<file path="config.mk">
export PLATFORM = sky130hd
export DESIGN_NAME = aligned_bit_sample_unpacker
export DESIGN_NICKNAME = d
export VERILOG_FILES = /design/src/abu_pkg.sv /design/src/abu_fifo.sv /design/src/abu_back.sv /design/src/aligned_bit_sample_unpacker.sv
export SDC_FILE = /design/constraint.sdc
export NUM_CORES = 1
export LEC_CHECK = 0
export ABC_AREA = 0
export BUFFER_PORTS_ARGS = -buffer_cell sky130_fd_sc_hd__buf_2
export CAP_MARGIN = 20
export CORE_UTILIZATION = 40
export CTS_CLUSTER_DIAMETER = 100
export DETAILED_ROUTE_END_ITERATION = 16
export SLEW_MARGIN = 20
export SYNTH_ARGS = -nofsm -noshare
export SYNTH_HDL_FRONTEND = slang
export SYNTH_SLANG_ARGS = --single-unit
</file>
<file path="constraint.sdc">
create_clock -name clk -period 7.6 [get_ports clk]
set_clock_uncertainty 0.1 [all_clocks]
set_input_delay 1.14 -clock clk [delete_from_list [all_inputs] [get_ports clk]]
set_output_delay 1.14 -clock clk [all_outputs]
set_load 0.1 [all_outputs]
</file>
<file path="src/abu_pkg.sv">
`timescale 1ns / 1ps

package abu_pkg;

	localparam int BYTE_W   = 8;
	localparam int SAMPLE_W = 32;
	localparam int COL_W    = 12;
	localparam int DEPTH_W  = 6;
	localparam int ALIGN_W  = 3;
	localparam int ROWS_W   = 13;
	localparam int PAD_W    = 6;
	localparam int BITCNT_W = 4;
	localparam int CFG_IDX_W  = 2;
	localparam int CFG_DATA_W = 13;

	localparam int DEF_MAX_ROW_SAMPLES = 4096;
	localparam int DEF_FIFO_DEPTH      = 2;

	localparam logic [DEPTH_W-1:0] MAX_DEPTH = 6'd32;
	localparam logic [ALIGN_W-1:0] MAX_ALIGN = 3'd4;

	localparam logic [DEPTH_W-1:0] RST_SAMPLE_BITS = 6'd8;
	localparam logic [ALIGN_W-1:0] RST_ALIGN_BYTES = 3'd0;
	localparam logic [ROWS_W-1:0]  RST_ROW_SAMPLES = 13'd1;

	localparam logic [CFG_IDX_W-1:0] CFG_SAMPLE_BITS = 2'd0;
	localparam logic [CFG_IDX_W-1:0] CFG_ALIGN_BYTES = 2'd1;
	localparam logic [CFG_IDX_W-1:0] CFG_ROW_SAMPLES = 2'd2;

	typedef struct packed {
		logic [DEPTH_W-1:0] sample_bits;
		logic [ALIGN_W-1:0] align_bytes;
		logic [ROWS_W-1:0]  row_samples;
	} abu_cfg_t;

	typedef struct packed {
		logic [SAMPLE_W-1:0] sample_value;
		logic [COL_W-1:0]    column_index;
		logic                row_last;
	} abu_result_t;

endpackage

</file>
<file path="src/abu_fifo.sv">
`timescale 1ns / 1ps

// Small queue; DEPTH must be a power of two, at least 2.
module abu_fifo import abu_pkg::*; #(
	parameter int WIDTH = BYTE_W,
	parameter int DEPTH = DEF_FIFO_DEPTH
) (
	input  logic             clk,
	input  logic             arst_n,
	input  logic             push,
	output logic             full,
	input  logic [WIDTH-1:0] data_in,
	input  logic             pop,
	output logic             empty,
	output logic [WIDTH-1:0] data_out
);

	localparam int PTR_W = $clog2(DEPTH);
	localparam int CNT_W = $clog2(DEPTH + 1);

	logic [WIDTH-1:0] mem_q [DEPTH];
	logic [PTR_W-1:0] wr_ptr_q;
	logic [PTR_W-1:0] rd_ptr_q;
	logic [CNT_W-1:0] count_q;
	logic             do_push;
	logic             do_pop;

	assign full     = (count_q == CNT_W'(DEPTH));
	assign empty    = (count_q == '0);
	assign do_push  = push && !full;
	assign do_pop   = pop && !empty;
	assign data_out = mem_q[rd_ptr_q];

	always_ff @(posedge clk) begin
		if (do_push) begin
			mem_q[wr_ptr_q] <= data_in;
		end
	end

	always_ff @(posedge clk or negedge arst_n) begin
		if (!arst_n) begin
			wr_ptr_q <= '0;
			rd_ptr_q <= '0;
			count_q  <= '0;
		end else begin
			if (do_push) begin
				wr_ptr_q <= wr_ptr_q + 1'b1;
			end
			if (do_pop) begin
				rd_ptr_q <= rd_ptr_q + 1'b1;
			end
			if (do_push && !do_pop) begin
				count_q <= count_q + 1'b1;
			end else if (do_pop && !do_push) begin
				count_q <= count_q - 1'b1;
			end
		end
	end

endmodule

</file>
<file path="src/abu_back.sv">
`timescale 1ns / 1ps

// Bit engine: each unstalled cycle skips padding and gathers bits of the
// current byte until either the byte runs out or one sample completes.
module abu_back import abu_pkg::*; #(
	parameter int MAX_ROW_SAMPLES = DEF_MAX_ROW_SAMPLES
) (
	input  logic              clk,
	input  logic              arst_n,
	input  abu_cfg_t          cfg,
	input  logic              byte_valid,
	input  logic [BYTE_W-1:0] byte_data,
	output logic              byte_take,
	input  logic              res_full,
	output logic              res_push,
	output abu_result_t       res_data
);

	localparam int RW    = $clog2(MAX_ROW_SAMPLES + 1);
	localparam int CW    = (RW > ROWS_W) ? RW : ROWS_W;
	localparam int LW    = CW + 1;
	localparam int POS_W = (MAX_ROW_SAMPLES > 1) ? $clog2(MAX_ROW_SAMPLES) : 1;

	logic [BYTE_W-1:0]   byte_q;
	logic [BITCNT_W-1:0] left_q;
	logic                armed_q;
	logic [PAD_W-1:0]    pad_q;
	logic [SAMPLE_W-1:0] acc_q;
	logic [DEPTH_W-1:0]  nacc_q;
	logic [POS_W-1:0]    pos_q;

	logic [DEPTH_W-1:0]  eff_depth;
	logic [ALIGN_W-1:0]  eff_align;
	logic [CW-1:0]       row_ext;
	logic [CW-1:0]       eff_row;
	logic                use_new;
	logic                active;
	logic [BITCNT_W-1:0] avail;
	logic [BITCNT_W-1:0] avail2;
	logic [BYTE_W-1:0]   cur;
	logic [PAD_W-1:0]    span;
	logic [PAD_W-1:0]    arm_pad;
	logic [PAD_W-1:0]    pad_cur;
	logic [PAD_W-1:0]    pad_next;
	logic                drop;
	logic [BITCNT_W-1:0] r;
	logic [DEPTH_W-1:0]  need;
	logic [BITCNT_W-1:0] take;
	logic [BITCNT_W-1:0] shamt;
	logic [BYTE_W:0]     mask;
	logic [BYTE_W-1:0]   chunk;
	logic [SAMPLE_W-1:0] acc_new;
	logic [DEPTH_W-1:0]  nacc_new;
	logic                fire;
	logic                last;
	logic [LW-1:0]       pos_inc;
	logic [BITCNT_W-1:0] left_next;
	logic [POS_W+COL_W-1:0] col_wide;

	always_comb begin
		if (cfg.sample_bits == '0) begin
			eff_depth = DEPTH_W'(1);
		end else if (cfg.sample_bits > MAX_DEPTH) begin
			eff_depth = MAX_DEPTH;
		end else begin
			eff_depth = cfg.sample_bits;
		end
		eff_align = (cfg.align_bytes > MAX_ALIGN) ? MAX_ALIGN : cfg.align_bytes;

		row_ext = CW'(cfg.row_samples);
		if (row_ext == '0) begin
			eff_row = CW'(1);
		end else if (row_ext > CW'(MAX_ROW_SAMPLES)) begin
			eff_row = CW'(MAX_ROW_SAMPLES);
		end else begin
			eff_row = row_ext;
		end

		use_new = (left_q == '0);
		cur     = use_new ? byte_data : byte_q;
		if (use_new) begin
			avail = byte_valid ? BITCNT_W'(BYTE_W) : '0;
		end else begin
			avail = left_q;
		end
		active    = (avail != '0) && !res_full;
		byte_take = active && use_new;

		// alignment: span of align_bytes bytes, pad = span - depth clamped at zero
		span    = {eff_align, 3'b000};
		arm_pad = (span > eff_depth) ? (span - eff_depth) : '0;
		pad_cur = armed_q ? pad_q : arm_pad;
		// arming part way through a byte throws the rest of it away
		drop    = !armed_q && (eff_align != '0) && (avail != BITCNT_W'(BYTE_W));
		avail2  = drop ? '0 : avail;

		if (pad_cur >= PAD_W'(avail2)) begin
			pad_next = pad_cur - PAD_W'(avail2);
			r        = '0;
		end else begin
			pad_next = '0;
			r        = avail2 - pad_cur[BITCNT_W-1:0];
		end

		need = (nacc_q >= eff_depth) ? DEPTH_W'(1) : (eff_depth - nacc_q);
		take = (need > DEPTH_W'(r)) ? r : need[BITCNT_W-1:0];
		fire = (r != '0) && (DEPTH_W'(take) == need);

		shamt    = r - take;
		mask     = (BYTE_W+1)'(({{BYTE_W{1'b0}}, 1'b1} << take) - 1'b1);
		chunk    = (cur >> shamt) & mask[BYTE_W-1:0];
		acc_new  = (acc_q << take) | SAMPLE_W'(chunk);
		nacc_new = nacc_q + DEPTH_W'(take);

		pos_inc   = LW'(pos_q) + LW'(1);
		last      = (pos_inc >= LW'(eff_row));
		left_next = (fire && last) ? '0 : (r - take);

		col_wide = (POS_W+COL_W)'(pos_q);
		res_push = active && fire;
		res_data.sample_value = acc_new;
		res_data.column_index = col_wide[COL_W-1:0];
		res_data.row_last     = last;
	end

	always_ff @(posedge clk) begin
		if (byte_take) begin
			byte_q <= byte_data;
		end
	end

	always_ff @(posedge clk or negedge arst_n) begin
		if (!arst_n) begin
			left_q  <= '0;
			armed_q <= 1'b0;
			pad_q   <= '0;
			acc_q   <= '0;
			nacc_q  <= '0;
			pos_q   <= '0;
		end else if (active) begin
			left_q  <= left_next;
			armed_q <= !fire;
			pad_q   <= pad_next;
			if (fire) begin
				acc_q  <= '0;
				nacc_q <= '0;
				pos_q  <= last ? '0 : pos_inc[POS_W-1:0];
			end else begin
				acc_q  <= acc_new;
				nacc_q <= nacc_new;
			end
		end
	end

endmodule

</file>
<file path="src/aligned_bit_sample_unpacker.sv">
`timescale 1ns / 1ps

// Channel   Handshake              Beat
// input     push / full            data_byte
// result    empty / pop            sample_value, column_index, row_last
// config    cfg_valid / cfg_ready  cfg_index, cfg_data
//
// The bit engine finishes at most one sample per cycle and stops there, so a
// byte that ends several samples is held while each completes in turn. Bits
// left after its last sample are carried on, or thrown away when the next
// aligned sample starts part way into the byte, or when a row ends there.
// Queues of FIFO_DEPTH entries (two by default) sit in front of and behind
// the engine. Reset clears all state at once; no start-up sweep. A full
// result queue stalls the engine; the input queue then fills.
module aligned_bit_sample_unpacker import abu_pkg::*; #(
	parameter int MAX_ROW_SAMPLES = DEF_MAX_ROW_SAMPLES,
	parameter int FIFO_DEPTH      = DEF_FIFO_DEPTH
) (
	input  logic                  clk,
	input  logic                  arst_n,
	input  logic                  push,
	output logic                  full,
	input  logic [BYTE_W-1:0]     data_byte,
	output logic                  empty,
	input  logic                  pop,
	output logic [SAMPLE_W-1:0]   sample_value,
	output logic [COL_W-1:0]      column_index,
	output logic                  row_last,
	input  logic                  cfg_valid,
	output logic                  cfg_ready,
	input  logic [CFG_IDX_W-1:0]  cfg_index,
	input  logic [CFG_DATA_W-1:0] cfg_data
);

	abu_cfg_t          cfg_q;
	logic              in_empty;
	logic [BYTE_W-1:0] in_byte;
	logic              byte_take;
	logic              res_full;
	logic              res_push;
	abu_result_t       res_in;
	abu_result_t       res_out;

	assign cfg_ready = 1'b1;

	always_ff @(posedge clk or negedge arst_n) begin
		if (!arst_n) begin
			cfg_q.sample_bits <= RST_SAMPLE_BITS;
			cfg_q.align_bytes <= RST_ALIGN_BYTES;
			cfg_q.row_samples <= RST_ROW_SAMPLES;
		end else if (cfg_valid && cfg_ready) begin
			case (cfg_index)
				CFG_SAMPLE_BITS: cfg_q.sample_bits <= cfg_data[DEPTH_W-1:0];
				CFG_ALIGN_BYTES: cfg_q.align_bytes <= cfg_data[ALIGN_W-1:0];
				CFG_ROW_SAMPLES: cfg_q.row_samples <= cfg_data[ROWS_W-1:0];
				default: ;
			endcase
		end
	end

	abu_fifo #(
		.WIDTH(BYTE_W),
		.DEPTH(FIFO_DEPTH)
	) u_in_q (
		.clk     (clk),
		.arst_n  (arst_n),
		.push    (push),
		.full    (full),
		.data_in (data_byte),
		.pop     (byte_take),
		.empty   (in_empty),
		.data_out(in_byte)
	);

	abu_back #(
		.MAX_ROW_SAMPLES(MAX_ROW_SAMPLES)
	) u_back (
		.clk       (clk),
		.arst_n    (arst_n),
		.cfg       (cfg_q),
		.byte_valid(!in_empty),
		.byte_data (in_byte),
		.byte_take (byte_take),
		.res_full  (res_full),
		.res_push  (res_push),
		.res_data  (res_in)
	);

	abu_fifo #(
		.WIDTH($bits(abu_result_t)),
		.DEPTH(FIFO_DEPTH)
	) u_out_q (
		.clk     (clk),
		.arst_n  (arst_n),
		.push    (res_push),
		.full    (res_full),
		.data_in (res_in),
		.pop     (pop),
		.empty   (empty),
		.data_out(res_out)
	);

	assign sample_value = res_out.sample_value;
	assign column_index = res_out.column_index;
	assign row_last     = res_out.row_last;

endmodule
</file>
==> flow_summary.yaml, run 1 <==
route:
  drt-pass1-iter-count: 6
  routed_wl_mm: 29.4
  vias: 8539
  drc: 0
  viasPerCell: 5.64
  drtAntennaViolNets: 0
  wl_per_cell_um: 19.5
  drtIter0Drc: 672
timing:
  fmax_mhz: 142
  tightest_slew_ns: 0.955
  period_share_pct: 92.4
  slew_headroom_pct: 36.2
  rsz0062_at_grt: "true"
  hold_viol_final: 0
  period_needed_ns: 7.02
  drv_slew: 0
  finalSetupViolations: 0
cts:
  cts_hold_buf: 0
  clk_path_buf_depth: 3
  cts_root_buffer: "clkbuf_16"
  cts_sinks: 205
  clk_latency_ns: 0.53
  numCtsBuffers: 23
  htree_levels: 1
  tritoncts: "built"
  clk_pin_slew_ns: 0.06
global_route:
  grt_remaining_overflow: 0
  grt_max_degree: 65
  grt_pass1_vias: 8571
  grt_usage_pct: 19.8
  grt_pass1_wl_mm: 47.8
  antenna_found_initial: 0
finish:
  layout-drive-gt1-share_pct: 23.6
  nNetsFinal: 1190
  fill_cells: 2670
  diodes: 0
  final_cell_mix: "114 x edfxtp_1, 88 x dfrtp_1, 83 x nand2_1, 75 x mux2_2, 73 x buf_2"
  final_common_cell: "edfxtp_1"
  area_growth_pct: 13.7
  instances_no_fill: 1513
critical_path:
  slowest_stage: "mux2i_1"
  critPathLaunchType: "register"
  critPathCaptureType: "register"
  crit_arrival_ns: 7.33
  crit_start: "cfg_q[20]"
  required_ns: 7.91
  reg2reg_slack_ns: 0.58
  critPathKind: "register to register"
  max_stage_delay_ns: 0.58
  path_common_cell: "ha_1"
  r2r-end: "u_back.acc_q[19]"
  r2r_cells: 30
  rr_startpoint: "cfg_q[20]"
  cp_max_fo: 33
hold_path:
  hold_class: "register to register"
  hold_depth: 2
  hold_start: "u_back.pad_q[3]"
  whs_endpoint: "u_back.pad_q[3]"
logic_synthesis:
  async_flop_share_pct: 44.4
  yosysWarningCount: 0
  netlist_area_um2: 11700
  synth_fp_nets: 1116
  synth_edf_count: 114
  synthCells: 1038
  ys.flop_type: "edfxtp_1"
  syn_area_per_cell_um2: 11.3
  ys_seq_elements: 205
  synth_cell_types: 90
  synth-seq-area-share_pct: 48.5
placement:
  dp_hpwl_mm: 20.6
  place_inst: 1470
  io_buffer_count: 74
  globalplace.congestion: 0.918
floorplan:
  die_x_um: 173
  dieArea_um2: 30100
  io_pins: 76
  core_um2: 28800
  fp.dieH_um: 173
  start_util_pct: 40.8
  rows: 62
run_status:
  status: "finished clean"
run:
  max-cap-violations: 0
-- per-stage QoR --
stage               instance area, um^2  setup TNS, ns  util (%)  setup slack (ns)  hold slack [ns]
finish                            13400              0      46.4             0.579            0.385
global route                      13400       -0.00214      46.4          -0.00124            0.405
CTS                               13300              0      46.2             0.245            0.390
detailed placement                12600              0      43.8             0.263            0.371
global placement                  12600              0      43.8             0.337            0.364
floorplan                         11800              0         -             0.264            0.349
-- routing by layer --
| layer | global-route usage [%] | routed length, um | part of all wire, % | vias to the layer above |
|---|---|---|---|---|
| li1 | - | - | - | 4056 |
| met1 | 26.3 | 13000 | 44 | 4199 |
| met2 | 33.5 | 14400 | 49 | 236 |
| met3 | 2.57 | 1350 | 4.6 | 48 |
| met4 | 6.12 | 627 | 2.1 | 0 |
| met5 | 0 | 0 | 0 | - |
-- Yosys cell counts, types with 6 or more instances --
master,n,area (um^2)
ha_1,45,563
a21o_1,11,82.6
buf_2,12,60.1
xor2_1,14,123
edfxtp_1,114,3420
and3_1,7,43.8
dfrtp_1,89,2230
inv_1,45,169
a22o_1,49,429
mux2i_2,12,165
o221ai_1,8,70.1
o21ai_0,36,180
o31ai_1,10,75.1
nand2b_1,13,81.3
o22a_1,6,52.6
nand3_1,27,135
xnor2_1,22,193
mux2_2,75,845
o22ai_1,46,288
mux2i_1,33,330
nand2_1,83,312
and2_1,6,37.5
a21oi_1,30,150
nor3_1,19,95.1
clkbuf_1,31,116
nor2b_1,11,68.8
nor2_1,63,236
-- cell type report --
class / count / area (um^2) / area share, %
timing repair buffer: 101 / 604 / 4.53
inverter: 50 / 200 / 1.50
multi-input combinational: 731 / 5660 / 42.4
sequential: 205 / 5700 / 42.7
tap: 384 / 480 / 3.60
clock buffer: 29 / 598 / 4.48
clock inverter: 13 / 109 / 0.815
-- registers in the layout, summed over array words and instances, names as in the netlist, 2 cells and up --
signal and count:
u_back.byte_q 8, u_out_q.count_q 2, u_back.pad_q 6, u_back.acc_q 32
u_back.pos_q 12, u_in_q.count_q 2, u_back.left_q 4, u_out_q.mem_q 90
u_back.nacc_q 6, cfg_q 22, u_in_q.mem_q 16
-- worst max-delay path: cells and delay by family (launching register included) --
family	cells	cell delay [ns]
fa+ha+maj	4	1.11
mux	1	0.58
simple gates	8	1.64
compound gates	12	2.28
buf+inv	5	0.76
flops	1	0.39
-- cells by family after synthesis --
kind of cell | after synthesis | share of synthesized area [%]
AOI/OAI and AO/OA | 262 | 16.7
adders and majority gates | 50 | 5.64
xor gates and xnor gates | 36 | 2.68
muxes | 122 | 11.8
DFF | 205 | 48.5
and+or+nand+nor | 260 | 10.6
other | 1 | 0.0319
buffers and inverters | 102 | 3.93
-- how the worst max path moves through the flow --
stage                      endpoint  slack [ns]  cells after the start
5_1_grt        u_out_q.mem_q[0][13]      -0.001                     32
3_5_place_dp       u_back.acc_q[19]        0.26                     29
4_1_cts            u_back.acc_q[19]        0.24                     29
6_report           u_back.acc_q[19]        0.58                     30
2_1_floorplan   u_out_q.mem_q[0][0]        0.26                     28
3_3_place_gp       u_back.acc_q[29]        0.34                     30
-- what timing repair did --
item	in CTS	in global routing
resized for setup	0	8
endpoints found under the setup margin	0	96
setup buffers	0	1
Power of run 1 is left out: the tool's default activity adds up to more than one toggle a clock period on the data nets, which glitch-free logic cannot reach.
==> run 2, diff against run 1 <==
--- a/config.mk
+++ b/config.mk
@@ -6,11 +6,11 @@
 export NUM_CORES = 1
 export LEC_CHECK = 0
 export ABC_AREA = 0
-export BUFFER_PORTS_ARGS = -buffer_cell sky130_fd_sc_hd__buf_2
 export CAP_MARGIN = 20
 export CORE_UTILIZATION = 40
 export CTS_CLUSTER_DIAMETER = 100
 export DETAILED_ROUTE_END_ITERATION = 16
+export DONT_BUFFER_PORTS = 1
 export SLEW_MARGIN = 20
 export SYNTH_ARGS = -nofsm -noshare
 export SYNTH_HDL_FRONTEND = slang
==> flow_summary.yaml, run 2 (synthesis results as in run 1) <==
finish:
  top_register: "u_out_q.mem_q"
  final_cell_mix: "114 x edfxtp_1, 88 x dfrtp_1, 83 x nand2_1, 75 x mux2_2, 60 x nor2_1"
  biggestRegsByFlops: "u_out_q.mem_q x90, u_back.acc_q x32, cfg_q x22"
  area_growth_pct: 11.1
  seq_area_um2: 5700
  nNetsFinal: 1127
  layout-drive-gt1-share_pct: 19.2
  diodes: 0
  final_common_cell: "edfxtp_1"
  fill_cells: 2685
  multiInputGateArea_um2: 5660
  largest_reg_flops: 90
global_route:
  grt_pass1_wl_mm: 46.5
  grt_max_degree: 92
  grt_pass1_vias: 8408
  grt_remaining_overflow: 0
  antenna_found_initial: 0
  grt_usage_pct: 19.2
floorplan:
  fp.dieH_um: 173
  io_pins: 76
  core_um2: 28800
  die_x_um: 173
  dieArea_um2: 30100
  start_util_pct: 40.8
  rows: 62
timing:
  tightest_slew_ns: 1.12
  finalSetupViolations: 0
  hold_viol_final: 0
  period_share_pct: 92.5
  rsz0062_at_grt: "false"
  slew_headroom_pct: 25.1
  period_needed_ns: 7.03
  drv_slew: 0
  fin_setup_tns_ns: 0
  fmax_mhz: 142
critical_path:
  path_common_cell: "ha_1"
  slowest_stage: "fa_2"
  required_ns: 7.72
  critPathKind: "register to register"
  cp_max_fo: 9
  critPathCaptureType: "register"
  crit_arrival_ns: 7.16
  max_stage_delay_ns: 0.63
  critPathLaunchType: "register"
placement:
  dp_hpwl_mm: 19.9
  io_buffer_count: 0
  globalplace.congestion: 0.937
cts:
  htree_levels: 1
  cts_hold_buf: 0
  cts_sinks: 205
  clk_latency_ns: 0.53
  tritoncts: "built"
  numCtsBuffers: 24
  clk_path_buf_depth: 3
  clk_pin_slew_ns: 0.06
  cts_root_buffer: "clkbuf_16"
route:
  viasPerCell: 5.78
  wl_per_cell_um: 19.6
  drt-pass1-iter-count: 7
  drc: 0
  drtIter0Drc: 765
  vias: 8383
  routed_wl_mm: 28.5
  drtAntennaViolNets: 0
hold_path:
  hold_class: "primary input to async pin"
run:
  max-cap-violations: 0
run_status:
  status: "finished clean"
run 2: through the flow:
step / instance area, um^2 / setup slack, ns / utilization [%] / cells / hold WS, ns
2_1_floorplan: 11800 / 0.264 / - / 1038 / 0.349
3_3_place_gp: 12200 / 0.316 / 42.6 / 1400 / 0.367
3_5_place_dp: 12200 / 0.201 / 42.6 / 1400 / 0.372
4_1_cts: 13000 / 0.166 / 45.0 / 1444 / 0.186
5_1_grt: 13100 / 0.0430 / 45.3 / 1451 / 0.184
6_report: 13100 / 0.568 / 45.3 / 1451 / 0.207
run 2: worst paths after layout:
check                      slack, ns       startpoint  cells past startpoint              endpoint
setup / recovery                0.57        cfg_q[20]                     33  u_out_q.mem_q[1][14]
hold / removal                  0.21           arst_n                      0       u_back.pos_q[7]
setup reg to reg                0.57        cfg_q[20]                     33  u_out_q.mem_q[1][14]
hold reg to reg                 0.38  u_back.pad_q[2]                      2       u_back.pad_q[2]
max in group asynchronous       6.99           arst_n                      0              cfg_q[0]
min in group clk                0.38  u_back.pad_q[2]                      2       u_back.pad_q[2]
run 2: worst max-delay path: cells and delay by family (launching register included):
family | cells | cell delay [ns]
AO/OA/AOI/OAI | 14 | 2.58
buffers and inverters | 5 | 0.48
flip-flops | 1 | 0.39
AND/OR/NAND/NOR | 8 | 1.24
adder cells (fa/ha/maj) | 6 | 1.95
run 2: layout make-up:
type	instances	share of cell area [%]
Timing Repair Buffer	37	2.25
Sequential cell	205	43.7
Inverter	50	1.53
Clock inverter	14	0.681
Tap cell	384	3.68
Clock buffer	30	4.77
Multi-Input combinational cell	731	43.4
run 2: repair_timing:
item                       in CTS  in global routing
setup endpoints to repair       0                 94
resized for setup               0                  8
buffers inserted                0                  7
run 2: per-layer routing:
layer,part of all wire (%),global-route usage (%)
met3,4.5,2.85
met1,45,26.0
met5,0,0
met2,48,31.7
met4,2.6,5.86
Power of run 2 is left out for the same reason.
